--- src/rtl/assert_macros.svh ---
// assertion macros shared by the decoder modules
`ifndef ASSERT_MACROS_SVH
`define ASSERT_MACROS_SVH

// property checked on every rising clock edge, quiet while reset is held
`define OWFD_ASSERT(lbl, prop, msg) \
  lbl: assert property (@(posedge clk_i) disable iff (!rst_ni) prop) else $error(msg);

// property checked on every rising clock edge, also during reset
`define OWFD_ASSERT_ALWAYS(lbl, prop, msg) \
  lbl: assert property (@(posedge clk_i) prop) else $error(msg);

`endif

--- src/rtl/owfd_pkg.sv ---
// types and constants of the pulse-width weather frame decoder
`timescale 1ns / 1ps

package owfd_pkg;

  localparam int unsigned TimeW    = 16;
  localparam int unsigned CountW   = 7;
  localparam int unsigned WordW    = 64;
  localparam int unsigned SerialW  = 8;
  localparam int unsigned GapW     = TimeW + 2;

  // reset values of the configuration registers
  localparam logic [TimeW-1:0]  ShortReset = 16'd200;
  localparam logic [TimeW-1:0]  LongReset  = 16'd400;
  localparam logic [TimeW-1:0]  TolReset   = 16'd90;
  localparam logic [CountW-1:0] BitsReset  = 7'd64;

  // configuration register indexes
  typedef enum logic [1:0] {
    CFG_SHORT_TIME = 2'd0,
    CFG_LONG_TIME  = 2'd1,
    CFG_TOLERANCE  = 2'd2,
    CFG_FRAME_BITS = 2'd3
  } cfg_idx_e;

  // classification of one pulse pair
  typedef enum logic [1:0] {
    KIND_ZERO = 2'd0,
    KIND_ONE  = 2'd1,
    KIND_FAIL = 2'd2
  } pair_kind_e;

  // classified request passed from front to back
  typedef struct packed {
    pair_kind_e kind;
    logic       eoc;
  } owfd_item_t;

endpackage

--- src/rtl/ook_pwm_weather_frame_decoder.sv ---
// Path: a pair is classified combinationally and queued; any result is registered.
// Throughput: one pulse pair per cycle unless the output stalls, set by the back end's
// combinational shift and checksum; a QUEUE_DEPTH-entry request queue absorbs them.
// Reset: asynchronous, active low; clears frame state, queue and result valid, and
// returns the configuration registers to their nominal values.
`timescale 1ns / 1ps

module ook_pwm_weather_frame_decoder import owfd_pkg::*; #(
  parameter int unsigned QUEUE_DEPTH = 2
) (
  input  logic              clk_i,
  input  logic              rst_ni,
  // configuration write port
  input  logic              cfg_we_i,
  input  logic [1:0]        cfg_idx_i,
  input  logic [TimeW-1:0]  cfg_wdata_i,
  // pulse pair stream
  input  logic              s_axis_tvalid,
  output logic              s_axis_tready,
  input  logic [31:0]       s_axis_tdata,  // high_time [15:0], low_time [31:16]
  input  logic              s_axis_tlast,  // end_of_capture
  // result stream
  output logic              m_axis_tvalid,
  input  logic              m_axis_tready,
  output logic [79:0]       m_axis_tdata,  // frame_data [63:0], bit_count [70:64],
                                           // serial_id [78:71], zero [79]
  output logic              m_axis_tuser   // status
);

  owfd_item_t         fr_item, q_item;
  logic [CountW-1:0]  frame_bits;
  logic               q_full, q_valid, q_pop;
  logic               res_status;
  logic [WordW-1:0]   res_word;
  logic [CountW-1:0]  res_count;
  logic [SerialW-1:0] res_serial;

  // classification
  owfd_front u_front (
    .clk_i        (clk_i),
    .rst_ni       (rst_ni),
    .cfg_we_i     (cfg_we_i),
    .cfg_idx_i    (cfg_idx_i),
    .cfg_wdata_i  (cfg_wdata_i),
    .high_time_i  (s_axis_tdata[15:0]),
    .low_time_i   (s_axis_tdata[31:16]),
    .eoc_i        (s_axis_tlast),
    .item_o       (fr_item),
    .frame_bits_o (frame_bits)
  );

  assign s_axis_tready = !q_full;

  // decoupling queue
  owfd_queue #(
    .Depth (QUEUE_DEPTH)
  ) u_queue (
    .clk_i   (clk_i),
    .rst_ni  (rst_ni),
    .push_i  (s_axis_tvalid),
    .item_i  (fr_item),
    .full_o  (q_full),
    .pop_i   (q_pop),
    .valid_o (q_valid),
    .item_o  (q_item)
  );

  // frame assembly and decision
  owfd_back u_back (
    .clk_i        (clk_i),
    .rst_ni       (rst_ni),
    .frame_bits_i (frame_bits),
    .q_valid_i    (q_valid),
    .q_item_i     (q_item),
    .q_pop_o      (q_pop),
    .out_valid_o  (m_axis_tvalid),
    .out_ready_i  (m_axis_tready),
    .out_status_o (res_status),
    .out_word_o   (res_word),
    .out_count_o  (res_count),
    .out_serial_o (res_serial)
  );

  assign m_axis_tdata = {1'b0, res_serial, res_count, res_word};
  assign m_axis_tuser = res_status;

endmodule

--- src/rtl/owfd_front.sv ---
// front end: configuration registers and pulse pair classification
`timescale 1ns / 1ps

module owfd_front import owfd_pkg::*; (
  input  logic              clk_i,
  input  logic              rst_ni,
  input  logic              cfg_we_i,
  input  logic [1:0]        cfg_idx_i,
  input  logic [TimeW-1:0]  cfg_wdata_i,
  input  logic [TimeW-1:0]  high_time_i,
  input  logic [TimeW-1:0]  low_time_i,
  input  logic              eoc_i,
  output owfd_item_t        item_o,
  output logic [CountW-1:0] frame_bits_o
);

  logic [TimeW-1:0]  short_q, long_q, tol_q;
  logic [CountW-1:0] bits_q;

  // configuration writes
  always_ff @(posedge clk_i or negedge rst_ni) begin
    if (!rst_ni) begin
      short_q <= ShortReset;
      long_q  <= LongReset;
      tol_q   <= TolReset;
      bits_q  <= BitsReset;
    end else if (cfg_we_i) begin
      unique case (cfg_idx_e'(cfg_idx_i))
        CFG_SHORT_TIME: short_q <= cfg_wdata_i;
        CFG_LONG_TIME:  long_q  <= cfg_wdata_i;
        CFG_TOLERANCE:  tol_q   <= cfg_wdata_i;
        CFG_FRAME_BITS: bits_q  <= cfg_wdata_i[CountW-1:0];
        default: ;
      endcase
    end
  end

  assign frame_bits_o = bits_q;

  // absolute difference strictly below the tolerance
  function automatic logic near_time(logic [TimeW-1:0] t, logic [TimeW-1:0] nom,
                                     logic [TimeW-1:0] tol);
    logic [TimeW-1:0] d;
    d = (t > nom) ? (t - nom) : (nom - t);
    return d < tol;
  endfunction

  logic            hl, hs, ll, ls, gap_hit;
  logic [GapW-1:0] gap;

  // pair classification, rules tried in priority order
  always_comb begin
    hl      = near_time(high_time_i, long_q, tol_q);
    hs      = near_time(high_time_i, short_q, tol_q);
    ll      = near_time(low_time_i, long_q, tol_q);
    ls      = near_time(low_time_i, short_q, tol_q);
    gap     = GapW'(long_q) + {long_q, 1'b0};
    gap_hit = GapW'(low_time_i) > gap;
    item_o.eoc = eoc_i;
    if (hl && ls) begin
      item_o.kind = KIND_ONE;
    end else if (hs && ll) begin
      item_o.kind = KIND_ZERO;
    end else if (hs && gap_hit) begin
      item_o.kind = KIND_ZERO;
    end else if (hl && gap_hit) begin
      item_o.kind = KIND_ONE;
    end else begin
      item_o.kind = KIND_FAIL;
    end
  end

endmodule

--- src/rtl/owfd_queue.sv ---
// short request queue between front and back
`timescale 1ns / 1ps

module owfd_queue import owfd_pkg::*; #(
  parameter int unsigned Depth = 2
) (
  input  logic       clk_i,
  input  logic       rst_ni,
  input  logic       push_i,
  input  owfd_item_t item_i,
  output logic       full_o,
  input  logic       pop_i,
  output logic       valid_o,
  output owfd_item_t item_o
);

  localparam int unsigned AddrW = (Depth > 1) ? $clog2(Depth) : 1;
  localparam int unsigned CntW  = $clog2(Depth + 1);

  owfd_item_t       slots_q [Depth];
  logic [AddrW-1:0] wr_ptr_q, rd_ptr_q;
  logic [CntW-1:0]  cnt_q;
  logic             do_push, do_pop;

  assign full_o  = (cnt_q == CntW'(Depth));
  assign valid_o = (cnt_q != '0);
  assign item_o  = slots_q[rd_ptr_q];
  assign do_push = push_i && !full_o;
  assign do_pop  = pop_i && valid_o;

  // storage, no reset needed
  always_ff @(posedge clk_i) begin
    if (do_push) begin
      slots_q[wr_ptr_q] <= item_i;
    end
  end

  // pointers and fill count
  always_ff @(posedge clk_i or negedge rst_ni) begin
    if (!rst_ni) begin
      wr_ptr_q <= '0;
      rd_ptr_q <= '0;
      cnt_q    <= '0;
    end else begin
      if (do_push) begin
        wr_ptr_q <= (wr_ptr_q == AddrW'(Depth - 1)) ? '0 : wr_ptr_q + 1'b1;
      end
      if (do_pop) begin
        rd_ptr_q <= (rd_ptr_q == AddrW'(Depth - 1)) ? '0 : rd_ptr_q + 1'b1;
      end
      if (do_push && !do_pop) begin
        cnt_q <= cnt_q + 1'b1;
      end else if (do_pop && !do_push) begin
        cnt_q <= cnt_q - 1'b1;
      end
    end
  end

`include "assert_macros.svh"
  `OWFD_ASSERT(a_cnt_bound, cnt_q <= CntW'(Depth), "queue count above depth")
  `OWFD_ASSERT(a_cnt_step, (do_push && !do_pop) |=> (cnt_q == $past(cnt_q) + 1'b1),
               "queue count missed a push")

endmodule

--- src/rtl/owfd_back.sv ---
// back end: bit shifting, frame decision, checksum and result register
`timescale 1ns / 1ps

module owfd_back import owfd_pkg::*; (
  input  logic               clk_i,
  input  logic               rst_ni,
  input  logic [CountW-1:0]  frame_bits_i,
  input  logic               q_valid_i,
  input  owfd_item_t         q_item_i,
  output logic               q_pop_o,
  output logic               out_valid_o,
  input  logic               out_ready_i,
  output logic               out_status_o,
  output logic [WordW-1:0]   out_word_o,
  output logic [CountW-1:0]  out_count_o,
  output logic [SerialW-1:0] out_serial_o
);

  logic [WordW-1:0]   word_q, word_d;
  logic [CountW-1:0]  bits_q, bits_d;
  logic               decided_q, decided_d;
  logic               out_valid_q;
  logic               status_q;
  logic [WordW-1:0]   res_word_q;
  logic [CountW-1:0]  res_count_q;
  logic [SerialW-1:0] serial_q;

  logic               emit, emit_status;
  logic [WordW-1:0]   emit_word;
  logic [CountW-1:0]  emit_count;
  logic [SerialW-1:0] emit_serial;
  logic               full_pre, chk_ok, do_check;
  logic [WordW-1:0]   shifted, chk_word;
  logic [CountW-1:0]  bits_inc;
  logic [6:0]         sum7;

  assign q_pop_o = q_valid_i && (!out_valid_q || out_ready_i);

  // shift candidate and checksum word
  always_comb begin
    full_pre = (bits_q >= frame_bits_i);
    shifted  = {word_q[WordW-2:0], (q_item_i.kind == KIND_ONE)};
    bits_inc = bits_q + 1'b1;
    chk_word = full_pre ? word_q : shifted;
    sum7     = '0;
    // low 7 bits of bytes 0..6, byte 0 at the top of the word
    for (int k = 0; k < 7; k++) begin
      sum7 = sum7 + chk_word[WordW-8-8*k +: 7];
    end
    chk_ok = (sum7 == chk_word[6:0]);
  end

  // state update and result selection for a popped request
  always_comb begin
    word_d      = word_q;
    bits_d      = bits_q;
    decided_d   = decided_q;
    emit        = 1'b0;
    do_check    = 1'b0;
    emit_word   = word_q;
    emit_count  = bits_q;
    if (!decided_q) begin
      if (full_pre) begin
        emit     = 1'b1;
        do_check = 1'b1;
      end else if (q_item_i.kind == KIND_ZERO || q_item_i.kind == KIND_ONE) begin
        word_d     = shifted;
        bits_d     = bits_inc;
        emit_word  = shifted;
        emit_count = bits_inc;
        if (bits_inc >= frame_bits_i) begin
          emit     = 1'b1;
          do_check = 1'b1;
        end
      end else begin
        emit = 1'b1;
      end
    end
    decided_d = decided_q || emit;
    // end of capture without a decision is a failure
    if (q_item_i.eoc) begin
      if (!decided_d) begin
        emit = 1'b1;
      end
      word_d    = '0;
      bits_d    = '0;
      decided_d = 1'b0;
    end
    emit_status = !(do_check && chk_ok);
    emit_serial = emit_status ? '0 :
                  {chk_word[WordW-5 -: 2], 2'b00, chk_word[WordW-1 -: 4]};
  end

  // frame state
  always_ff @(posedge clk_i or negedge rst_ni) begin
    if (!rst_ni) begin
      word_q    <= '0;
      bits_q    <= '0;
      decided_q <= 1'b0;
    end else if (q_pop_o) begin
      word_q    <= word_d;
      bits_q    <= bits_d;
      decided_q <= decided_d;
    end
  end

  // result register valid
  always_ff @(posedge clk_i or negedge rst_ni) begin
    if (!rst_ni) begin
      out_valid_q <= 1'b0;
    end else if (q_pop_o) begin
      out_valid_q <= emit;
    end else if (out_ready_i) begin
      out_valid_q <= 1'b0;
    end
  end

  // result payload
  always_ff @(posedge clk_i) begin
    if (q_pop_o && emit) begin
      status_q    <= emit_status;
      res_word_q  <= emit_word;
      res_count_q <= emit_count;
      serial_q    <= emit_serial;
    end
  end

  assign out_valid_o  = out_valid_q;
  assign out_status_o = status_q;
  assign out_word_o   = res_word_q;
  assign out_count_o  = res_count_q;
  assign out_serial_o = serial_q;

`include "assert_macros.svh"
  `OWFD_ASSERT(a_ignore_decided, (q_pop_o && decided_q && !q_item_i.eoc) |-> !emit,
               "result after frame decision")
  `OWFD_ASSERT(a_eoc_clear, (q_pop_o && q_item_i.eoc) |=> (bits_q == '0 && !decided_q),
               "state not cleared at end of capture")

endmodule

--- config.mk ---
export PLATFORM = sky130hd
export DESIGN_NAME = ook_pwm_weather_frame_decoder
export DESIGN_NICKNAME = d
export VERILOG_FILES = /design/src/rtl/owfd_pkg.sv /design/src/rtl/ook_pwm_weather_frame_decoder.sv /design/src/rtl/owfd_front.sv /design/src/rtl/owfd_queue.sv /design/src/rtl/owfd_back.sv
export VERILOG_INCLUDE_DIRS = /design/src /design/src/rtl
export SDC_FILE = /design/constraint.sdc
export NUM_CORES = 1
export LEC_CHECK = 0
export BUFFER_PORTS_ARGS = -buffer_cell sky130_fd_sc_hd__buf_2
export CAP_MARGIN = 0
export CORE_MARGIN = 4
export CORE_UTILIZATION = 55
export CTS_CLUSTER_SIZE = 12
export DETAILED_ROUTE_END_ITERATION = 12
export PLACE_DENSITY = 0.83
export SYNTH_ARGS = -nofsm -noshare
export SYNTH_HDL_FRONTEND = slang
export SYNTH_SLANG_ARGS = --single-unit
--- constraint.sdc ---
create_clock -name clk_i -period 20 [get_ports clk_i]
set_input_delay 2 -clock clk_i [delete_from_list [all_inputs] [get_ports clk_i]]
set_output_delay 2 -clock clk_i [all_outputs]
set_load 0.05 [all_outputs]
==> metrics.md <==
| Metric | Value |
|---|---|
| Post-Synthesis Cell Area | `18700 µm²` |
| Initial core utilization | `a little under three fifths` |
| Detailed Route Iter0 Violations | `approximately 1300` |
| CTS Root Cell | `clkbuf_16` |
| Clk_lat worst skew | `510 ps` |
| Worst-path clk slew | `60 ps` |
| Slew Limit Headroom | `19.6%` |
| Status | `finished clean` |
| Core area | `33500 µm²` |
| Max Clk Rate | `0.140 GHz` |
| CTS max path bufs | `3` |
| H-Tree Depth | `1` |
| Vias post-DR | `15106` |
| Yosys top cell by area | `dfrtp_1` |
| Main synth FF type | `dfrtp_1` |
| FF/Latch Area | `just under 6000 µm²` |
| Placed cell area | `19600 µm²` |
| Synth warn | `0` |
| Synth top area cells | `dfrtp_1, ha_1, edfxtp_1` |
| DR vias/cell | `6.04` |
| Crit path launch type | `flip-flop` |
| P per Cell Area | `128 nW/µm²` |
| Nets | `2368` |
| IO Count | `139` |
| CP arrival | `7390 ps` |
| Setup crit end kind | `flip-flop` |
| CTS tree | `built` |
| Count of cell types in the netlist | `87` |
| Final HPWL DP | `between 40000 and 50000 µm` |
| Maximum vdd drop | `0.123 mV` |
| Required time worst endpoint | `20250 ps` |
| Final Hold Viols | `0` |
| Layout cells sized above 1 | `between 10% and 20%` |
| RR Startpoint | `u_back.bits_q[0]$_DFFE_PN0P_` |
| Crit path max fanout | `53` |
| Die height | `192 µm` |
| Setup Skew | `20.7 ps` |
| Reg2reg setup slack | `12860 ps` |
| Post-route cell area | `20300 µm²` |
| Post-route insts no fill | `2502` |
| Drt pass-1 iters | `5` |
| Power Total | `around 0.0026 W` |
| Grt ovf | `0` |
| Crit Path Class | `reg -> reg` |
| Wire length per cell | `between 20 and 25 µm` |
| Largest net degree at the start of global routing | `75` |
| Area share of the leading cell type in the synthesized netlist | `16.2%` |
| P_leak | `9.90 nW` |
| Number of synthesized flops with an enable pin | `84` |
| Syn_area_per_cell | `9.56 µm²` |
| Die width | `a little under 200 µm` |
| Num CTS Buffers | `22` |
| Least-Margin Pin Slew | `around 1200 ps` |
| Most common cell in the netlist | `ha_1` |
| Initial antenna violation count | `3` |
| Final Cycle Share | `35.7%` |
| Post-route ant nets | `0` |
| I/O Buffers | `135` |
| Top cells by count, synth | `ha_1, inv_1, nand2_1, o21ai_0, mux2i_1` |
| Post-CTS sizing | `0` |
| Syn Inst Count | `1952` |
| First-pass GRT wire length | `81000 µm` |
| TritonCTS Sinks | `approximately 220` |
| Core Rows | `67` |
| Multi-input logic area | `11700 µm²` |
| Reg2reg end | `u_back.out_status_o$_DFFE_PP_` |
| Drc violations | `0` |
| Total GRT Usage | `27.3%` |
| Flops & latches, synth | `roughly 220` |
| Max-cap violations | `0` |
| Filler instances | `2809` |
| Placed cell count | `2461` |
| Slew Limit Fails | `0` |
| Vias in the first global route | `14860` |
| Async set-reset flop share out of synthesis | `approximately three fifths` |
| RSZ-0062 raised after global routing | `false` |
| Final Setup Violations | `0` |
| Hold-fix buffers, CTS | `0` |
| Fin crit period | `7140 ps` |
| P&R area growth vs syn | `8.61%` |
| CP endpoint | `u_back.out_status_o$_DFFE_PP_` |
| Register-to-Register Path Depth | `23` |
| Die area | `36900 µm²` |
| GPL Wtd Cong | `1.02` |
| Setup Total Neg Slack | `0 ps` |
| Post-CTS Setup Inserts | `0` |
| Hold Path Class | `reg -> reg` |
| CP Launch Point | `u_back.bits_q[0]$_DFFE_PN0P_` |
| Register area share after synthesis | `31.3%` |
| Total wire length | `between 50000 and 60000 µm` |
-- registers in the layout, summed over array words and instances, names as in the netlist, 2 cells and up --
signal / count
u_back.out_serial_o: 6
u_back.out_count_o: 7
u_front.long_q: 16
u_front.frame_bits_o: 7
u_queue.slots_q: 6
u_queue.cnt_q: 2
u_front.tol_q: 16
u_back.bits_q: 7
u_front.short_q: 16
u_back.out_word_o: 64
u_back.word_q: 64
-- cells by family after synthesis --
| group | synth area share [%] |
|---|---|
| other | 0.0201 |
| adder cells (fa/ha/maj) | 19.9 |
| XOR/XNOR | 5.35 |
| multiplexers | 11.2 |
| flip-flops | 31.3 |
| AO/OA/AOI/OAI | 16.9 |
| AND/OR/NAND/NOR | 9.09 |
| buffers and inverters | 6.25 |
-- cell type report --
type / count / area share (%)
diodes: 1 / 0.0123
clock buffers: 38 / 3.11
clock inverters: 2 / 0.228
inverters: 204 / 3.78
multi-input cells: 1449 / 57.6
flip-flops and latches: 216 / 28.8
well taps: 448 / 2.77
repair buffers: 144 / 3.70
-- metrics by stage --
step           hold WS, ps  util (%)  setup slack [ps]
4_1_cts                491      60.4             12880
5_1_grt                522      60.4             12430
3_5_place_dp           480      58.4             12630
2_1_floorplan          461         -             13020
6_report               493      60.4             12860
3_3_place_gp           475      58.4             12620
-- per-layer routing --
metal	part of all wire [%]	GRT usage, %	vias up
li1	-	-	7057
met1	43	38.6	7280
met2	45	43.3	640
met3	7.1	3.51	125
met4	4.3	9.93	4
met5	0.053	0	-
-- worst min-delay path by stage --
stage | start | to | slack, ps | cells past startpoint
floorplan | u_queue.wr_ptr_q$_DFFE_PN0P_ | u_queue.wr_ptr_q$_DFFE_PN0P_ | 460 | 1
global placement | u_queue.wr_ptr_q$_DFFE_PN0P_ | u_queue.wr_ptr_q$_DFFE_PN0P_ | 470 | 1
detailed placement | u_queue.wr_ptr_q$_DFFE_PN0P_ | u_queue.wr_ptr_q$_DFFE_PN0P_ | 480 | 1
CTS | u_queue.wr_ptr_q$_DFFE_PN0P_ | u_queue.wr_ptr_q$_DFFE_PN0P_ | 490 | 1
global route | u_queue.wr_ptr_q$_DFFE_PN0P_ | u_queue.wr_ptr_q$_DFFE_PN0P_ | 520 | 1
finish | u_queue.wr_ptr_q$_DFFE_PN0P_ | u_queue.wr_ptr_q$_DFFE_PN0P_ | 490 | 1
-- power breakdown --
group,switching (W),total (W),internal (W),leakage [nW]
clock network,0.000169,0.000396,0.000227,0.323
logic,0.00102,0.00152,0.000498,7.06
registers,0.0000654,0.000681,0.000615,2.51
total,0.00125,0.00259,0.00134,9.90
-- worst max-delay path, stage by stage (launching register included) --
cell and delay [ps]:
dfrtp_1 450, inv_1 100, ha_1 300, nand2b_1 110, a21o_1 130, a21oi_1 70
o21ai_1 150, a31o_2 170, buf_4 630, mux2i_1 340, fa_1 450, fa_1 510
fa_1 560, inv_1 60, fa_1 510, fa_1 470, a21o_1 200, a21oi_1 170
xnor2_1 180, xor2_1 100, nor3_1 170, a32oi_1 70, or4_1 660, or2_1 250
-- layout by cell type, fill, tap and decap left out, types with 14 or more instances in the layout --
| cell type | n |
|---|---|
| xnor2_1 | 72 |
| dfrtp_1 | 121 |
| o21a_1 | 15 |
| o21bai_1 | 15 |
| edfxtp_1 | 84 |
| nand2b_1 | 15 |
| mux2_2 | 61 |
| clkbuf_1 | 14 |
| inv_1 | 202 |
| clkbuf_16 | 22 |
| nand2_1 | 149 |
| fa_1 | 36 |
| a21oi_1 | 130 |
| a21o_1 | 83 |
| ha_1 | 239 |
| nand3_1 | 24 |
| nand4_1 | 20 |
| xor2_1 | 42 |
| nor2b_1 | 16 |
| nor2_1 | 75 |
| o21ai_0 | 145 |
| mux2i_1 | 141 |
| nor3_1 | 20 |
| buf_2 | 134 |
Note: power is estimated with default switching activity, not from simulation.
